<file path="config.mk">
export PLATFORM = sky130hd
export DESIGN_NAME = variable_width_bit_packer_unit
export DESIGN_NICKNAME = d
export VERILOG_FILES = /design/src/design/vwbp_pkg.sv /design/src/design/vwbp_front.sv /design/src/design/vwbp_job_fifo.sv /design/src/design/vwbp_back.sv /design/src/design/variable_width_bit_packer_unit.sv
export SDC_FILE = /design/constraint.sdc
export NUM_CORES = 1
export LEC_CHECK = 0
export CAP_MARGIN = 30
export CORE_ASPECT_RATIO = 1.25
export CORE_MARGIN = 4
export CORE_UTILIZATION = 60
export CTS_CLUSTER_SIZE = 25
export DETAILED_ROUTE_END_ITERATION = 6
export DONT_BUFFER_PORTS = 1
export GPL_ROUTABILITY_DRIVEN = 0
export PLACE_DENSITY = 0.81
export SLEW_MARGIN = 20
export SYNTH_ARGS = -nofsm -noshare
export SYNTH_HDL_FRONTEND = slang
export SYNTH_SLANG_ARGS = --single-unit
export TNS_END_PERCENT = 5
</file>
<file path="constraint.sdc">
create_clock -name i_clk -period 7.05 [get_ports i_clk]
set_input_delay 2.115 -clock i_clk [delete_from_list [all_inputs] [get_ports i_clk]]
set_output_delay 2.115 -clock i_clk [all_outputs]
set_load 0.02 [all_outputs]
</file>
<file path="src/design/vwbp_pkg.sv">
// Shared types and constants for the variable-width bit packer.
// No dependencies; used by every module of the packer.
package vwbp_pkg;

    // Widest value width the packer accepts
    localparam int unsigned MAX_BITS = 16;
    // Width register after reset
    localparam logic [4:0] BPV_RESET = 5'd8;

    // Job queue between the front and the back
    localparam int unsigned JOB_DEPTH = 4;
    localparam int unsigned JOB_PTR_W = $clog2(JOB_DEPTH);

    // One packing job: up to three bytes taken from acc, low byte first
    typedef struct packed {
        logic [23:0] acc;
        logic [1:0]  count;
        logic        last;
        logic        err;
    } t_job;

endpackage

</file>
<file path="src/design/vwbp_front.sv">
// Front end of the packer: takes input words, holds the leftover bits and
// the width register, and turns each word into a byte job. Uses vwbp_pkg.
module vwbp_front (
    input  logic               i_clk,
    input  logic               i_rst_n,
    input  logic               i_cfg_wr_en,
    input  logic [4:0]         i_cfg_wr_data,
    input  logic               i_take,
    input  logic [15:0]        i_value,
    input  logic               i_last_value,
    output logic               o_job_push,
    output vwbp_pkg::t_job     o_job
);

    logic [4:0]  r_bpv;
    logic [6:0]  r_leftover, n_leftover;
    logic [2:0]  r_fill, n_fill;
    logic        r_discard, n_discard;

    logic        width_ok;
    logic        value_ok;
    logic [22:0] acc;
    logic [4:0]  nbits;
    logic [1:0]  nfull;
    logic        pad;

    // Range checks on the width register and the value
    assign width_ok = (r_bpv != 5'd0) && (r_bpv <= 5'(vwbp_pkg::MAX_BITS));
    assign value_ok = ((i_value >> r_bpv) == 16'd0);

    // Append the value above the pending bits
    assign acc   = 23'(r_leftover) | (23'(i_value) << r_fill);
    assign nbits = 5'(r_fill) + r_bpv;
    assign nfull = nbits[4:3];
    assign pad   = i_last_value && (nbits[2:0] != 3'd0);

    // Job and next state
    always_comb begin
        n_leftover = r_leftover;
        n_fill     = r_fill;
        n_discard  = r_discard;
        o_job_push = 1'b0;
        o_job      = '0;
        if (i_take) begin
            if (r_discard) begin
                if (i_last_value) begin
                    n_discard = 1'b0;
                end
            end else if (!width_ok || !value_ok) begin
                o_job_push  = 1'b1;
                o_job.acc   = '0;
                o_job.count = 2'd1;
                o_job.last  = 1'b1;
                o_job.err   = 1'b1;
                n_leftover  = '0;
                n_fill      = '0;
                n_discard   = !i_last_value;
            end else begin
                o_job.acc   = 24'(acc);
                o_job.count = nfull + 2'(pad);
                o_job.last  = i_last_value;
                o_job.err   = 1'b0;
                o_job_push  = (o_job.count != 2'd0);
                if (i_last_value) begin
                    n_leftover = '0;
                    n_fill     = '0;
                end else begin
                    n_fill = nbits[2:0];
                    case (nfull)
                        2'd0:    n_leftover = acc[6:0];
                        2'd1:    n_leftover = acc[14:8];
                        2'd2:    n_leftover = acc[22:16];
                        default: n_leftover = '0;
                    endcase
                end
            end
        end
    end

    // State and width register
    always_ff @(posedge i_clk) begin
        if (!i_rst_n) begin
            r_bpv      <= vwbp_pkg::BPV_RESET;
            r_leftover <= '0;
            r_fill     <= '0;
            r_discard  <= 1'b0;
        end else begin
            if (i_cfg_wr_en) begin
                r_bpv <= i_cfg_wr_data;
            end
            r_leftover <= n_leftover;
            r_fill     <= n_fill;
            r_discard  <= n_discard;
        end
    end

endmodule

</file>
<file path="src/design/vwbp_job_fifo.sv">
// Short job queue between the packer front and back ends.
// Uses vwbp_pkg for the job type and depth.
module vwbp_job_fifo (
    input  logic               i_clk,
    input  logic               i_rst_n,
    input  logic               i_push,
    input  vwbp_pkg::t_job     i_job,
    input  logic               i_pop,
    output vwbp_pkg::t_job     o_job,
    output logic               o_full,
    output logic               o_empty
);

    vwbp_pkg::t_job r_mem [vwbp_pkg::JOB_DEPTH];
    logic [vwbp_pkg::JOB_PTR_W-1:0] r_wr_ptr;
    logic [vwbp_pkg::JOB_PTR_W-1:0] r_rd_ptr;
    logic [vwbp_pkg::JOB_PTR_W:0]   r_count;

    logic do_push;
    logic do_pop;

    assign o_full  = (r_count == (vwbp_pkg::JOB_PTR_W+1)'(vwbp_pkg::JOB_DEPTH));
    assign o_empty = (r_count == '0);
    assign do_push = i_push && !o_full;
    assign do_pop  = i_pop && !o_empty;
    assign o_job   = r_mem[r_rd_ptr];

    // Storage
    always_ff @(posedge i_clk) begin
        if (do_push) begin
            r_mem[r_wr_ptr] <= i_job;
        end
    end

    // Pointers and occupancy
    always_ff @(posedge i_clk) begin
        if (!i_rst_n) begin
            r_wr_ptr <= '0;
            r_rd_ptr <= '0;
            r_count  <= '0;
        end else begin
            if (do_push) begin
                r_wr_ptr <= r_wr_ptr + 1'b1;
            end
            if (do_pop) begin
                r_rd_ptr <= r_rd_ptr + 1'b1;
            end
            r_count <= r_count + (vwbp_pkg::JOB_PTR_W+1)'(do_push)
                               - (vwbp_pkg::JOB_PTR_W+1)'(do_pop);
        end
    end

endmodule

</file>
<file path="src/design/vwbp_back.sv">
// Back end of the packer: takes queued jobs and, while pop keeps up, sends
// their bytes one per cycle via a registered output word. Uses vwbp_pkg.
module vwbp_back (
    input  logic               i_clk,
    input  logic               i_rst_n,
    input  vwbp_pkg::t_job     i_job,
    input  logic               i_job_empty,
    output logic               o_job_pop,
    output logic               o_empty,
    input  logic               i_pop,
    output logic [7:0]         o_out_byte,
    output logic               o_byte_last,
    output logic               o_error
);

    logic        r_busy;
    logic [23:0] r_acc;
    logic [1:0]  r_left;
    logic        r_last;
    logic        r_err;

    logic        r_out_valid;
    logic [7:0]  r_out_byte;
    logic        r_out_last;
    logic        r_out_err;

    logic        advance;
    logic        finishing;

    assign advance   = !r_out_valid || i_pop;
    assign finishing = r_busy && advance && (r_left == 2'd1);
    assign o_job_pop = !i_job_empty && (!r_busy || finishing);

    assign o_empty     = !r_out_valid;
    assign o_out_byte  = r_out_byte;
    assign o_byte_last = r_out_last;
    assign o_error     = r_out_err;

    // Output word register
    always_ff @(posedge i_clk) begin
        if (!i_rst_n) begin
            r_out_valid <= 1'b0;
        end else if (advance) begin
            r_out_valid <= r_busy;
        end
        if (advance && r_busy) begin
            r_out_byte <= r_acc[7:0];
            r_out_last <= r_last && (r_left == 2'd1);
            r_out_err  <= r_err;
        end
    end

    // Current job: load from the queue, shift out one byte per step
    always_ff @(posedge i_clk) begin
        if (!i_rst_n) begin
            r_busy <= 1'b0;
        end else if (o_job_pop) begin
            r_busy <= 1'b1;
        end else if (finishing) begin
            r_busy <= 1'b0;
        end
        if (o_job_pop) begin
            r_acc  <= i_job.acc;
            r_left <= i_job.count;
            r_last <= i_job.last;
            r_err  <= i_job.err;
        end else if (r_busy && advance) begin
            r_acc  <= r_acc >> 8;
            r_left <= r_left - 2'd1;
        end
    end

endmodule

</file>
<file path="src/design/variable_width_bit_packer_unit.sv">
// LSB-first variable-width bit packer, top level.
// Depends on vwbp_pkg, vwbp_front, vwbp_job_fifo and vwbp_back.
// Usage:
//   Input words (i_value, i_last_value) enter with push while full is low.
//   Each value adds bits_per_value bits above the pending bits; every
//   complete byte comes out on o_out_byte, earliest bits at bit 0. A word
//   with i_last_value set flushes a zero-padded partial byte and marks the
//   final byte with o_byte_last. An out-of-range value or width gives one
//   word with o_error and o_byte_last set, and words are dropped up to the
//   next i_last_value.
//   Output words wait on the ports while empty is low; pop takes one.
//   The width register is written with i_cfg_wr_en / i_cfg_wr_data.
// Timing:
//   A word's first byte shows after the job queue, job register and output
//   register. The back sends one byte per cycle while pop keeps up; a word
//   makes 0 to 2 at widths up to 8, up to 3 at 16 (2 plus the flush byte).
//   The front takes one word per cycle while full is low (4-entry queue).
// Reset: clears pending bits, the queue and the output; width becomes 8.
// Stall: when pop stays low the output word holds, the back stops, the
//   queue fills and full rises; nothing is lost.
module variable_width_bit_packer_unit (
    input  logic        i_clk,
    input  logic        i_rst_n,
    input  logic        i_cfg_wr_en,
    input  logic [4:0]  i_cfg_wr_data,
    input  logic        push,
    output logic        full,
    input  logic [15:0] i_value,
    input  logic        i_last_value,
    output logic        empty,
    input  logic        pop,
    output logic [7:0]  o_out_byte,
    output logic        o_byte_last,
    output logic        o_error
);

    vwbp_pkg::t_job job_in;
    vwbp_pkg::t_job job_out;
    logic           job_push;
    logic           job_pop;
    logic           job_full;
    logic           job_empty;
    logic           take;

    assign full = job_full;
    assign take = push && !job_full;

    // Front: state and job build
    vwbp_front u_front (
        .i_clk         (i_clk),
        .i_rst_n       (i_rst_n),
        .i_cfg_wr_en   (i_cfg_wr_en),
        .i_cfg_wr_data (i_cfg_wr_data),
        .i_take        (take),
        .i_value       (i_value),
        .i_last_value  (i_last_value),
        .o_job_push    (job_push),
        .o_job         (job_in)
    );

    // Job queue
    vwbp_job_fifo u_fifo (
        .i_clk   (i_clk),
        .i_rst_n (i_rst_n),
        .i_push  (job_push),
        .i_job   (job_in),
        .i_pop   (job_pop),
        .o_job   (job_out),
        .o_full  (job_full),
        .o_empty (job_empty)
    );

    // Back: byte emission
    vwbp_back u_back (
        .i_clk       (i_clk),
        .i_rst_n     (i_rst_n),
        .i_job       (job_out),
        .i_job_empty (job_empty),
        .o_job_pop   (job_pop),
        .o_empty     (empty),
        .i_pop       (pop),
        .o_out_byte  (o_out_byte),
        .o_byte_last (o_byte_last),
        .o_error     (o_error)
    );

endmodule
</file>
[Word level (Yosys, flattened, before mapping)]
Memory sizes are Yosys's and may differ from the RTL's. A register that Yosys moved wholly into a read port is not among the register bits.
Cells that the tools add are included.
Storage, ports and cells
  register bits: 63
  memory bits (writable): 112
  word-level logic and storage cells: 85
  memories: 1
Operators by class
  shift operators: 2
  reductions and logical operators: 28
  multiplexer cells: 24
  add/subtract/negate cells: 7
  equal/unequal tests: 4
  magnitude comparators: 1
  bitwise logic cells: 2
Memory list
  u_fifo.r_mem: depth 4, width 28, read ports 1, clocked after Yosys merged registers in 1, wr ports 1, RTL line vwbp_job_fifo.sv:14  | vwbp_pkg::t_job r_mem [vwbp_pkg::JOB_DEPTH];
Operators by type and width (number)
  $mux W28: 2
  $mux W24: 2
  $mux W27: 1
  $or A7 B23 Y23: 1
  $shl A16 B3 Y23: 1
  $pmux W7 S3: 1
  $logic_not A16 Y1: 1
  $shr A16 B5 Y16: 1
  $mux W7: 2
  $mux W1: 10
  $logic_and A1 B1 Y1: 9
  $mux W2: 4
  $logic_not A1 Y1: 7
  $mux W3: 2
  $reduce_bool A2 Y1: 3
  $add A3 B5 Y5: 1
  $le A5 B5 Y1 const B: 1
  $reduce_bool A5 Y1: 1
  $add A2 B1 Y2 const B: 2
  $eq A2 B1 Y1 const B: 2
  $add A3 B1 Y3: 1
  $eq A3 B3 Y1 const B: 1
  $logic_not A3 Y1: 1
  $logic_or A1 B1 Y1: 3
  8 further kinds: 8

[Logic depth before layout (Yosys ltp)]
Gate-level depths: netlist of run 1.
  depth in word-level cells: 11
  gate-level depth with buffers: 18
  mapped depth without buffers: 16

[By module]
Synthesis of run 1 repeated with hierarchy kept, for this count alone.
Second synthesis, totals
  cell total of the unflattened synthesis: 568
  area total of the unflattened synthesis: 8275.4 um2
Modules (own cells, without submodules)
  vwbp_job_fifo: instances 1, area an instance 4575.6 um2, cells an instance 197, sequential area each 3543.4 um2
  vwbp_front: instances 1, area an instance 2075.7 um2, cells an instance 284, sequential area each 320.3 um2
  vwbp_back: instances 1, area an instance 1610.3 um2, cells an instance 86, sequential area each 1181.1 um2
  variable_width_bit_packer_unit: instances 1, area an instance 13.8 um2, cells an instance 1, sequential area each 0.0 um2

[Least setup slack after synthesis of run 1]
No wires, ideal clock.
  path kind: input port to flip-flop
  from: in push
  to: mem u_fifo.r_mem[0][0] in the netlist's numbering, enable pin
  required time: 6636 ps
  data arrival time: 4388 ps
  library setup time: 414 ps
  slack: 2248 ps
  buffers on the path: 0
  cell stages on the path: 4
  cell sequence: nor3b_1 o21ai_0 o22a_1 nor2b_1
Between the ends
  cells in the longest elaborated chain, start to end: 5
Ends and longest elaborated chain
  start: declaration: RTL line variable_width_bit_packer_unit.sv:26  | input logic push,
  $logic_and A1 B1 Y1: RTL line variable_width_bit_packer_unit.sv:46  | assign take = push && !job_full;
  $mux W1: RTL line vwbp_front.sv:44  | if (i_take) begin
  $logic_and A1 B1 Y1: RTL line vwbp_job_fifo.sv:24  | assign do_push = i_push && !o_full;
  $mux W1: RTL line vwbp_job_fifo.sv:30  | if (do_push) begin
  $mux W1 (implied by the code): RTL line vwbp_job_fifo.sv:31  | r_mem[r_wr_ptr] <= i_job;
  end: declaration: RTL line vwbp_job_fifo.sv:14
Every way passes these cells.

[Final worst setup path of run 1]
  from: in push
  to: reg u_fifo.r_count[2] in the netlist's numbering
Between the ends
  cells in the longest elaborated chain, start to end: 5
Ends and longest elaborated chain
  $logic_and A1 B1 Y1: RTL line variable_width_bit_packer_unit.sv:46
  $mux W1: RTL line vwbp_front.sv:44
  $logic_and A1 B1 Y1: RTL line vwbp_job_fifo.sv:24
  via u_fifo.do_push: RTL line vwbp_job_fifo.sv:19  | logic do_push;
  $add A3 B1 Y3: RTL line vwbp_job_fifo.sv:48  | r_count <= r_count + (vwbp_pkg::JOB_PTR_W+1)'(do_push)
  $sub A3 B1 Y3: RTL line vwbp_job_fifo.sv:49  | - (vwbp_pkg::JOB_PTR_W+1)'(do_pop);
  end signal: assignment: RTL line vwbp_job_fifo.sv:48
  end: declaration: RTL line vwbp_job_fifo.sv:17  | logic [vwbp_pkg::JOB_PTR_W:0] r_count;
The timed path passes the listed nets, and every way through them passes these cells.
A chain may end at the register's enable or synchronous reset.

==> results of run 1 <==
[routing by layer]
metal  part of all wire, %  vias to the layer above  track usage (%)
li1                      -                     2044                -
met1                    40                     2193             25.8
met2                    52                      189             36.7
met3                   6.2                       33             4.60
met4                   2.3                        0             8.69
met5                     0                        -                0
[cells in the mapped netlist, types with 4 or more instances]
library cell,n
and2_1,14
edfxtp_1,145
mux2_2,40
inv_1,18
nand3_1,5
nor3_1,7
ha_1,11
dfxtp_1,27
xnor2_1,4
nand2_1,28
buf_6,4
a221oi_1,5
a21oi_1,13
buf_2,10
nor2b_1,9
mux4_2,27
nor2_1,49
clkbuf_1,14
mux2i_1,29
a211oi_1,4
[layout make-up]
type                    instances  area (um^2)  area share [%]
inverters                      19         71.3           0.824
well taps                     168          210            2.43
flip-flops and latches        172         4900            56.6
repair buffers                  9         95.1            1.10
multi-input cells             314         2830            32.7
clock buffers                  18          429            4.96
clock inverters                14          120            1.39
[stage by stage]
step                hold slack (ns)  worst slack [ns]  total power, mW
finish                        0.419              2.67             3.08
global placement              0.402              2.42             2.20
floorplan                     0.400              2.25             2.06
CTS                           0.418              2.45             3.10
detailed placement            0.406              2.34             2.25
global route                  0.427              2.36             3.23
[worst max path at each step]
stage	startpoint	endpoint	slack [ns]	cells after the start
after floorplan	push	u_fifo.r_mem[0][0]$_DFFE_PP_	2.25	4
after global placement	push	u_fifo.r_count[2]$_SDFF_PN0_	2.42	10
after detailed placement	push	u_fifo.r_count[2]$_SDFF_PN0_	2.34	10
after CTS	u_front.r_fill[1]$_SDFFE_PN0P_	u_fifo.r_count[2]$_SDFF_PN0_	2.45	16
after global routing	u_front.r_fill[2]$_SDFFE_PN0P_	u_fifo.r_count[2]$_SDFF_PN0_	2.36	15
final	push	u_fifo.r_count[2]$_SDFF_PN0_	2.67	10
[critical path, delay by kind of cell]
family | cells | cell delay [ns]
adders and majority gates | 2 | 0.53
xor gates and xnor gates | 2 | 0.32
buffers and inverters | 2 | 0.15
and+or+nand+nor | 2 | 0.72
AOI/OAI and AO/OA | 2 | 0.81
[power by group through the flow]
| stage | Clock [mW] | Sequential (mW) | Combinational, mW |
|---|---|---|---|
| 3_3_place_gp | 0 | 1.55 | 0.645 |
| 6_report | 0.860 | 1.52 | 0.696 |
| 3_5_place_dp | 0 | 1.55 | 0.704 |
| 5_1_grt | 0.921 | 1.54 | 0.771 |
| 2_1_floorplan | 0 | 1.50 | 0.559 |
| 4_1_cts | 0.869 | 1.53 | 0.708 |
[flip-flops by register name (all words and copies together) (netlist names), named ones only]
register,count
u_back.r_busy,1
u_back.o_out_byte,8
u_back.o_error,1
u_fifo.r_rd_ptr,2
u_fifo.r_mem,108
u_back.r_acc,23
u_back.r_out_valid,1
u_fifo.r_count,3
u_front.r_fill,3
u_front.r_discard,1
u_back.r_left,2
u_back.r_last,1
u_front.r_leftover,7
u_fifo.r_wr_ptr,2
u_back.o_byte_last,1
u_back.r_err,1
u_front.r_bpv,5
[cell families (layout without fill, tap and decap cells)]
group / after synthesis / in the layout / synth area share (%)
buffers and inverters: 50 / 60 / 2.99
adder cells (fa/ha/maj): 13 / 13 / 2.24
flip-flops: 172 / 172 / 61.6
XOR/XNOR: 9 / 9 / 1.28
AO/OA/AOI/OAI: 67 / 67 / 6.85
AND/OR/NAND/NOR: 129 / 129 / 8.09
multiplexers: 96 / 96 / 17.0
==> results.txt, run 1 <==
* Setup Viol. Count Final: 0
* Post-placement cell count: 680
- Required time at the worst-slack endpoint: 7.31 ns
- The detail route stage leaves a number of antenna-violating nets equal to 0.
- The average instance in the mapped netlist occupies 14.8 um^2.
- Final std cell area, no fill: 8650 um^2
* Final nets: 573
- Achievable frequency: 0.229 GHz
- Antenna violations before repair: 0
- The Yosys step of the flow raised 0 warnings.
- In this run the tool buffered the top-level ports with 0 buffer cells.
- Top-Level Pins: 39
- The worst hold path begins at u_back.r_acc[5]$_DFFE_PP_.
- Maximum clock skew at final layout: 0.0119 ns
- Standard cell core area: 12800 um^2
* Proportion of synthesized chip area in sequential cells: 61.6%
* Die Height: 137 um
- The first TritonRoute pass finished after 5 iterations.
- The final count of pins violating max slew was 0.
- Final hold violation count: 0
- Relative to the synthesized area, the layout overhead comes to 8.85%.
- Count of flip-flops with a built-in enable after synthesis: 145
- Max FO, Critical Path: 6
- In this run the power density over the cells is 356 nW/um^2.
* Diode count: 0
- Data on the critical path arrives at its endpoint at 4.64 ns.
- For the pin with the worst max-slew slack, the measured transition is 0.867 ns.
* Most used cells in the layout excluding fill and tap cells: 145 x edfxtp_1, 49 x nor2_1, 40 x mux2_2
* Main area contributors after synthesis: edfxtp_1 55%, mux4_2 7.7%, dfxtp_1 6.8%
- The worst setup path is launched from an input port.
* Overall routed net length: 15000 um
- Inserted Clock Buffers: 17
- The finished layout holds 714 standard cells, fillers aside.
* Cts repair resizes: 0
* Nature of the critical path endpoint: register
* Most common cell after layout, fill and taps aside: edfxtp_1
- Summed over all nets, the switching power comes to 0.856 mW.
- Counting every instance in the synthesized netlist gives 536.
- In this run the deepest clock path goes through 2 buffers.
- Most area-hungry cell type in the Yosys netlist: edfxtp_1
- Clock power frac: 27.9%
- The filler cells instantiated in the layout total 848.
* Horizontal die dimension: 111 um
- Share of power burned in registers: 49.4%
- Largest stage delay on the critical path: 0.66 ns
- Counting flops and latches in the post-synthesis netlist gives 172.
- Area after detailed placement: 8070 um^2
* Global-route wire length before repair: 24600 um
- Final critical delay including setup and external delays: 4.38 ns
- Routed vias: 4459
- Via count normalized by instance count: 6.25
- Fraction of final layout cells with drive strength greater than 1: 23.8%
- In the final routed layout, each cell accounts on average for 21.0 um.
- Cell Int Power: 2.22 mW
* Overall die area: 15200 um^2
- Max capacitance violation total: 0
* Initial DRC count: 210
- The synthesized netlist contains 67 unique library cells.
* Worst reg2reg endpoint: u_fifo.r_count[2]$_SDFF_PN0_
- The flow ran to the end, and the final reports show no timing, DRC or antenna violations.
- The largest individual stage delay along the critical path comes from the cell nor3b_1.
- The H-tree was split into 4 levels.
- The worst register-to-register path begins at u_front.r_fill[2]$_SDFFE_PN0P_.
- For this run, the share of the core covered by cells in the final layout is 67.4%.
* Clock net sink count: 172
- Share of synthesized flip-flops with an asynchronous set or reset: 0%
* Post-Syn Area: 7950 um^2
- Class of the most critical setup path: in2reg
- Row Count: 46
* Register-to-register setup slack: 2.69 ns
* Cell depth of the worst hold path: 0
* Critical-path cell list: nor3b_1 > o21ai_0 > o22a_1 > inv_1 > ha_1 > inv_1 > fa_1 > xor2_1 > xnor2_1 > nor2_1
- For this run, the total global-route usage over all layers was measured as 21.1%.
* Worst skew pair latency: 0.42 ns
- The cell that appears most often on the critical path is inv_1.
- Sum of negative setup slack: 0 ns
- In this run the biggest area consumer among cell types represents 54.8% of the synthesized area.
- The via count of the first global-routing pass is 4682.
* RSZ-0062 raised after global routing: no
* Hold crit path type: reg2reg
- Dividing the final minimum period by the clock period gives 62.1%.
- The tree is rooted in a clkbuf_16.
- Quantity of hold-fixing buffers added after cts: 0
- Setup fix buffers added after clock tree synthesis: 0
- Proportion of total power due to net switching: 27.8%
- Total grt overflow: 0
* Relative slew slack: 42.1%
* Post-DP HPWL: 9810 um
- Largest net degree at the start of global routing: 33
- Flip-flop cell with the highest count after synthesis: edfxtp_1
- Clock-pin slew was measured on the worst setup and hold paths at 0.06 ns.
* Initial cell density of the core: 61.9%
- The worst register-to-register path has a depth of 15.
- Synthesized netlist net count: 576
- Maximum ir drop on the vdd rail: 0.198 mV
- Remaining DRCs: 0
- Part of the total power dissipated in combinational logic: 22.6%
- TritonCTS built the clock tree.
* Worst hold endpoint: u_back.o_out_byte[5]$_DFFE_PP_
* Static power due to leakage: 2.81 nW
Power figures use the tool's default switching activity.
==> run 2, diff against run 1 <==
Settings changed: ABC_AREA set to 1.
Clock period 7.05 ns to 4.35 ns, I/O delays scaled along.
==> run 2 against run 1 <==
Flip-flop and latch count unchanged. Register-to-register slack worse by 1.9 ns. Global-route usage rose by 2.8 points. Via count up 35%. Cell area up 1.6%. Critical path depth up 8. Count of clock-buffer cells in the layout increased by 3. Power is 78% higher. Area after synthesis grew 0.58%. Clock power increased by 88%. Critical path type is now reg2reg. Critical endpoint unchanged.
==> results.txt, run 2 <==
- The run finished with clean final reports.
- Standard cell core area: 12900 um^2
- Dividing total power by cell area gives a power density of 624 nW/um^2.
- After detailed placement, the total cell area comes to 8150 um^2.
- Between clock sinks in the finished design, the worst skew comes to 0.00977 ns.
- Origin of the worst setup path: u_front.r_bpv[0]$_SDFFE_PN0P_
- The worst register-to-register path has a setup slack of 0.79 ns.
- For this run, asynchronously set or reset flops after synthesis account for 0%.
- Global routing consumed, on the met3 layer, 5.04% of the routing resources.
- Nature of the critical path endpoint: register
* End of the critical path: u_fifo.r_count[2]$_SDFF_PN0_
- The number of antenna violations at the first check in global routing came to 0.
- Flip-flop cell with the highest count after synthesis: edfxtp_1
- Required time at the worst-slack endpoint: 4.71 ns
- In this run the post-CTS setup repair buffer count came out at 0.
- Proportion of synthesized chip area in sequential cells: 61.2%
- After clock tree synthesis, the flow added hold-fix buffers numbering 0.
- Die Height: 137 um
- After synthesis, the largest area contributor takes up 54.5% of total cell area.
- nor2_1 is the most common cell in the netlist.
* Static power due to leakage: 3.28 nW
- Average wire length per cell after detail routing: 17.7 um
* Post-DP HPWL: 11300 um
- At the later pin of the worst-skew pair, clock insertion delay measures 0.42 ns.
- Ranking of synthesized cells by instance count: 158 x nor2_1, 147 x nand2_1, 145 x edfxtp_1
- Achievable frequency: 0.281 GHz
- The number of placed instances, taps included, is 976.
* Sum of negative setup slack: 0 ns
- Ranked by flip-flop count, first place goes to u_fifo.r_mem.
- Vias in the first global route: 5881
* Antenna-violating nets left: 0
- The first detailed-routing pass ran for 6 iterations.
* Initial cell density of the core: 62.0%
* Cts repair resizes: 0
* Remaining DRCs: 0
* Global-route wire length before repair: 28100 um
* Number of levels the H-tree was split into: 4
* Maximum ir drop on the vdd rail: 0.404 mV
- Actual slew at the worst max-slew pin: 0.684 ns
- The routed layout has 6029 vias.
- The worst path in the final design needs a cycle of 3.56 ns, including I/O delays and setup.
* CTS tree: built
- At the end of the flow, the number of nets in the layout was 868.
- Row generation in the floorplan step produced 46 rows.
* Most common cell after layout, fill and taps aside: nor2_1
- Data arrives at the worst endpoint at 3.92 ns.
* Total grt overflow: 0
- The register with the most flip-flops in the layout has 108 of them.
- Cell chosen for the clock root: clkbuf_16
* Overall routed net length: 17800 um
- Yosys mapped the design onto 37 distinct sky130hd cell types.
- Overall track demand over capacity in global routing: 23.9%
* Most area-hungry cell type in the Yosys netlist: edfxtp_1
- Overall die area: 15200 um^2
- Fraction of final layout cells with drive strength greater than 1: 8.20%
- The tightest hold path in the finished design has a slack of 0.419 ns.
- 39 I/O pins were placed.
- The library cells used most frequently in the layout, excluding fill and tap cells, are 153 x nor2_1, 147 x nand2_1, 145 x edfxtp_1.
- Buffers inserted during clock tree synthesis total 17.
* Via count normalized by instance count: 5.98
* Finished Core Util: 68.2%
* Synth Warn #: 0
- Max-cap violations in this run came to 0.
- Dividing the final minimum period by the clock period gives 81.9%.
- Relative slew slack: 54.3%
- Average cell area after synthesis: 9.61 um^2
- The number of antenna diodes in the final layout is 0.
- Worst flop-to-flop path startpoint: u_front.r_bpv[0]$_SDFFE_PN0P_
- Cell count after synthesis: 832
* Worst reg2reg endpoint: u_fifo.r_count[2]$_SDFF_PN0_
- Path depth of the worst reg2reg path: 18
* Max Buffers Root-to-Sink: 2
- After synthesis, the cell types taking the most area are edfxtp_1 54%, nor2_1 7.4%, nand2_1 6.9%.
- Synthesis inferred 172 register bits.
- Finished Layout Cells: 1009
- Post-Syn Area: 7990 um^2
- The path class of the tightest hold or removal check is reg2reg.
- Counting every sink on the clock net gives 172.
* Synthesized netlist net count: 872
* Setup Viol. Count Final: 0
- The count of buffers added on input and output ports is 0.
- Largest net degree at the start of global routing: 56
- Clock-pin slew was measured on the worst setup and hold paths at 0.06 ns.
- In this run the horizontal extent of the chip is 111 um.
- RSZ-0062 raised after global routing: no
* Class of the most critical setup path: reg2reg
- Grt peak-use layer: met2
- Count of flip-flops with a built-in enable after synthesis: 145
- From synthesis to final layout, the design area changed by 10.0%.
* Startpoint type of the worst setup path: register
- The hold violation total from the final report came to 0.
- Final std cell area, no fill: 8790 um^2
- Global Route met1 Usage: 25.6%
- The final count of pins violating max slew was 0.
* Met2 Resource Use GR: 43.7%
- After the first detailed-routing iteration, the DRC count stood at 610.
- Max FO, Critical Path: 16
run 2: changes by cell type after synthesis, sizes merged, moves of 27 or more:
cell / change
inv: +52
nor2: +108
a21oi: +31
nand2: +122
o21ai: +86
mux4: -27
nand3: +29
mux2: -40
mux2i: -28
run 2: cell type report:
type	count	area, um^2
repair buffers	16	120
multi-input cells	547	2660
fillers	894	4100
well taps	168	210
clock inverters	11	194
clock buffers	21	440
flip-flops and latches	172	4890
inverters	74	278
run 2: worst min path at each step:
stage | startpoint | slack, ns | end | cells after the start
5_1_grt | u_back.r_acc[0]$_DFFE_PP_ | 0.43 | u_back.o_out_byte[0]$_DFFE_PP_ | 0
6_report | u_back.r_acc[1]$_DFFE_PP_ | 0.42 | u_back.o_out_byte[1]$_DFFE_PP_ | 0
2_1_floorplan | u_back.r_err$_DFFE_PP_ | 0.40 | u_back.o_error$_DFFE_PP_ | 0
4_1_cts | u_back.r_acc[0]$_DFFE_PP_ | 0.42 | u_back.o_out_byte[0]$_DFFE_PP_ | 0
3_5_place_dp | u_back.r_acc[1]$_DFFE_PP_ | 0.41 | u_back.o_out_byte[1]$_DFFE_PP_ | 0
3_3_place_gp | u_back.r_acc[0]$_DFFE_PP_ | 0.40 | u_back.o_out_byte[0]$_DFFE_PP_ | 0
run 2: cell families after synthesis:
group                    after synthesis  share of synthesized area, %
AND/OR/NAND/NOR                      367                          18.8
flip-flops                           172                          61.2
AO/OA/AOI/OAI                        162                          11.3
buffers and inverters                113                          5.74
adder cells (fa/ha/maj)               13                          2.22
XOR/XNOR                               4                         0.532
multiplexers                           1                         0.125
run 2: per-stage QoR:
stage / power (mW) / worst slack, ns
floorplan: 3.45 / 0.415
global placement: 3.76 / 0.940
detailed placement: 3.85 / 0.799
CTS: 5.48 / 0.798
global route: 5.77 / 0.401
finish: 5.48 / 0.788
run 2: where the power goes:
| group | total [mW] | switching [mW] | internal, mW |
|---|---|---|---|
| Sequential | 2.46 | 0.161 | 2.30 |
| Combinational | 1.41 | 1.01 | 0.395 |
| Clock | 1.62 | 0.596 | 1.02 |
run 2: critical path, stage by stage (launching register included):
cell and delay (ns):
dfxtp_1 0.64, ha_1 0.28, inv_1 0.07, fa_1 0.45, inv_1 0.07, nand2_1 0.06
a21oi_2 0.17, xor2_2 0.30, xor2_1 0.25, nor2_1 0.06, nand2_1 0.08, nand3_2 0.16
inv_1 0.10, ha_1 0.13, inv_1 0.05, fa_1 0.37, inv_1 0.07, o21ai_0 0.08
a21oi_1 0.11
run 2: per-layer routing:
metal,vias up,part of all wire (%)
met1,2854,37
met3,59,6.8
met2,295,52
li1,2821,-
met4,0,4.2
met5,-,0
==> run 3, diff against run 2 <==
Clock period 4.35 ns to 3.6 ns, I/O delays scaled along.
==> run 3 against run 2 <==
Sequential power up 20%. Flip-flop and latch count stayed put. Via count down 0.60%. Die area is the same. Largest cell class unchanged. Highest routed layer unchanged.
==> results.txt, run 3 (synthesis results as in run 2) <==
- Most flops, register: u_fifo.r_mem
- Clock tree synthesis found a total of 172 sinks.
- Once layout is done, the placed cells without fillers occupy 8740 um^2.
- Data arrives at the worst endpoint at 3.63 ns.
- The clock reaches the later pin of the worst-skew pair after 0.43 ns.
* Static power due to leakage: 3.25 nW
- Ratio of total power to cell area: 732 nW/um^2
- Setup repair after global routing left no endpoint under its margin.
- Actual slew at the worst max-slew pin: 0.668 ns
* Fill cell count: 931
- Maximum clock skew at final layout: 0.0114 ns
- Post-placement cell count: 979
* Top-Level Pins: 39
* Critical hold path startpoint: u_back.r_acc[0]$_DFFE_PP_
- The worst setup path is captured at a register.
- Die Height: 137 um
* Worst flop-to-flop path startpoint: u_front.r_fill[0]$_SDFFE_PN0P_
* Most common cell after layout, fill and taps aside: nor2_1
- Via count normalized by instance count: 5.92
* Diode count: 0
- Finished Layout Cells: 1012
* Average wire length per cell after detail routing: 17.3 um
* Area after detailed placement: 8170 um^2
- The H-tree was split into 4 levels.
- After detailed routing, the number of remaining DRC violations is 0.
* Status: complete, no violations
- Clock-pin slew was measured on the worst setup and hold paths at 0.07 ns.
* Cell chosen for the clock root: clkbuf_16
- Initial cell density of the core: 62.0%
* Setup Viol. Count Final: 0
- Hold slack: 0.417 ns
- Register-to-register setup slack: 0.34 ns
* Cell depth of the worst hold path: 0
* 1st-pass router iterations: 6
* Row Count: 46
* Required time at the worst-slack endpoint: 3.97 ns
- Initial DRC count: 453
- Prior to clock tree synthesis, the placed netlist has a worst setup slack of 0.368 ns.
* Overall track demand over capacity in global routing: 23.6%
- STA classifies the critical path startpoint as a register.
- Antenna violations before repair: 0
* Class of the most critical setup path: reg2reg
- The tool flagged a number of max-cap violations equal to 0.
- Overall routed net length: 17500 um
- Counting cells, the worst reg-to-reg path comes to 17.
* Worst reg2reg endpoint: u_fifo.r_count[2]$_SDFF_PN0_
* Area grow syn2layout: 9.34%
* Standard cell core area: 12900 um^2
- Routed vias: 5993
* Max Buffers Root-to-Sink: 2
* Antenna-violating nets left: 0
- Inserted Clock Buffers: 17
* Vias in the first global route: 6062
- Post-DP HPWL: 11400 um
- Worst hold endpoint: u_back.o_out_byte[0]$_DFFE_PP_
- Hold crit path type: reg2reg
* Port-buffer cells: 0
- Post-route clock period utilization: 90.7%
- The final layout contains 871 nets.
- Overall die area: 15200 um^2
* Global-route wire length before repair: 28200 um
* CTS tree: built
- From left edge to right edge, the die measures 111 um.
- The hold violation total from the final report came to 0.
* Maximum ir drop on the vdd rail: 0.644 mV
- Total count of max-transition violations in the final report: 0
* Max FO, Critical Path: 7
* Most used cells in the layout excluding fill and tap cells: 153 x nor2_1, 147 x nand2_1, 145 x edfxtp_1
- Entering global routing, the biggest net connects 55 pins.
- Of the cells placed in the final design, the portion with a size suffix greater than 1 is 8.77%.
* Achievable frequency: 0.306 GHz
* Max reg flops: 108
- Total grt overflow: 0
- Relative slew slack: 55.4%
* Setup slack of the critical path after layout: 0.336 ns
- Final critical delay including setup and external delays: 3.26 ns
run 3: cell types whose count changed in the layout (fill, tap and decap cells not counted), sizes merged:
| cell | before | now |
|---|---|---|
| clkinv | 7 | 6 |
| clkinvlp | 1 | 5 |
| buf | 16 | 19 |
| inv | 72 | 74 |
| bufinv | 5 | 1 |
| clkbuf | 21 | 20 |
run 3: area by class of cell:
class / count / area (um^2) / share of cell area (%)
clock buffer: 20 / 447 / 5.11
timing repair buffer: 19 / 143 / 1.63
multi-input combinational: 547 / 2660 / 30.4
sequential: 172 / 4890 / 56.0
inverter: 74 / 278 / 3.18
clock inverter: 12 / 113 / 1.29
tap: 168 / 210 / 2.40
run 3: worst max-delay path, stage by stage, from the launching register on:
cell and delay (ns):
dfxtp_1 0.36, ha_1 0.19, inv_1 0.06, fa_1 0.45, xor2_1 0.24, a21oi_1 0.10, ha_1 0.22, xor2_1 0.26
nor2_1 0.07, nand2_1 0.08, nand3_2 0.16, inv_1 0.11, ha_1 0.14, inv_1 0.06, fa_1 0.40, inv_1 0.09
o21ai_0 0.11, a21oi_1 0.12
run 3: what timing repair did:
action                                  CTS  global route
endpoints found under the setup margin    0             1
hold endpoints to repair                  0             0
buffers inserted                          0             1
hold buffers                              0             0
resized for setup                         0             0
run 3: per-stage QoR:
stage	TNS (ns)	power (mW)	utilization, %
CTS	0	6.42	67.7
floorplan	-17.11	4.17	-
finish	0	6.40	67.8
global placement	0	4.57	63.4
detailed placement	0	4.70	63.4
global route	0	6.73	67.8
run 3: report_power, final:
part | internal [mW] | total (mW) | switching, mW
clock | 0.973 | 1.71 | 0.742
sequential | 2.77 | 2.96 | 0.190
combinational | 0.482 | 1.72 | 1.24
run 3: worst max-delay path by stage:
stage | cells past startpoint | slack [ns] | start | endpoint
after floorplan | 12 | -0.16 | u_front.r_fill[1]$_SDFFE_PN0P_ | u_fifo.r_mem[0][0]$_DFFE_PP_
after global placement | 14 | 0.53 | i_last_value | u_fifo.r_count[2]$_SDFF_PN0_
after detailed placement | 18 | 0.37 | u_front.r_fill[0]$_SDFFE_PN0P_ | u_fifo.r_count[2]$_SDFF_PN0_
after CTS | 18 | 0.30 | u_front.r_fill[0]$_SDFFE_PN0P_ | u_fifo.r_count[2]$_SDFF_PN0_
after global routing | 17 | 0.09 | u_front.r_fill[0]$_SDFFE_PN0P_ | u_fifo.r_count[2]$_SDFF_PN0_
final | 17 | 0.34 | u_front.r_fill[0]$_SDFFE_PN0P_ | u_fifo.r_count[2]$_SDFF_PN0_
run 3: per-layer routing:
metal / global-route usage [%] / part of all wire [%] / up-vias
met5: 0 / 0 / -
met3: 4.20 / 6.6 / 73
met1: 25.8 / 37 / 2802
li1: - / - / 2830
met2: 42.6 / 52 / 288
met4: 14.9 / 4.5 / 0
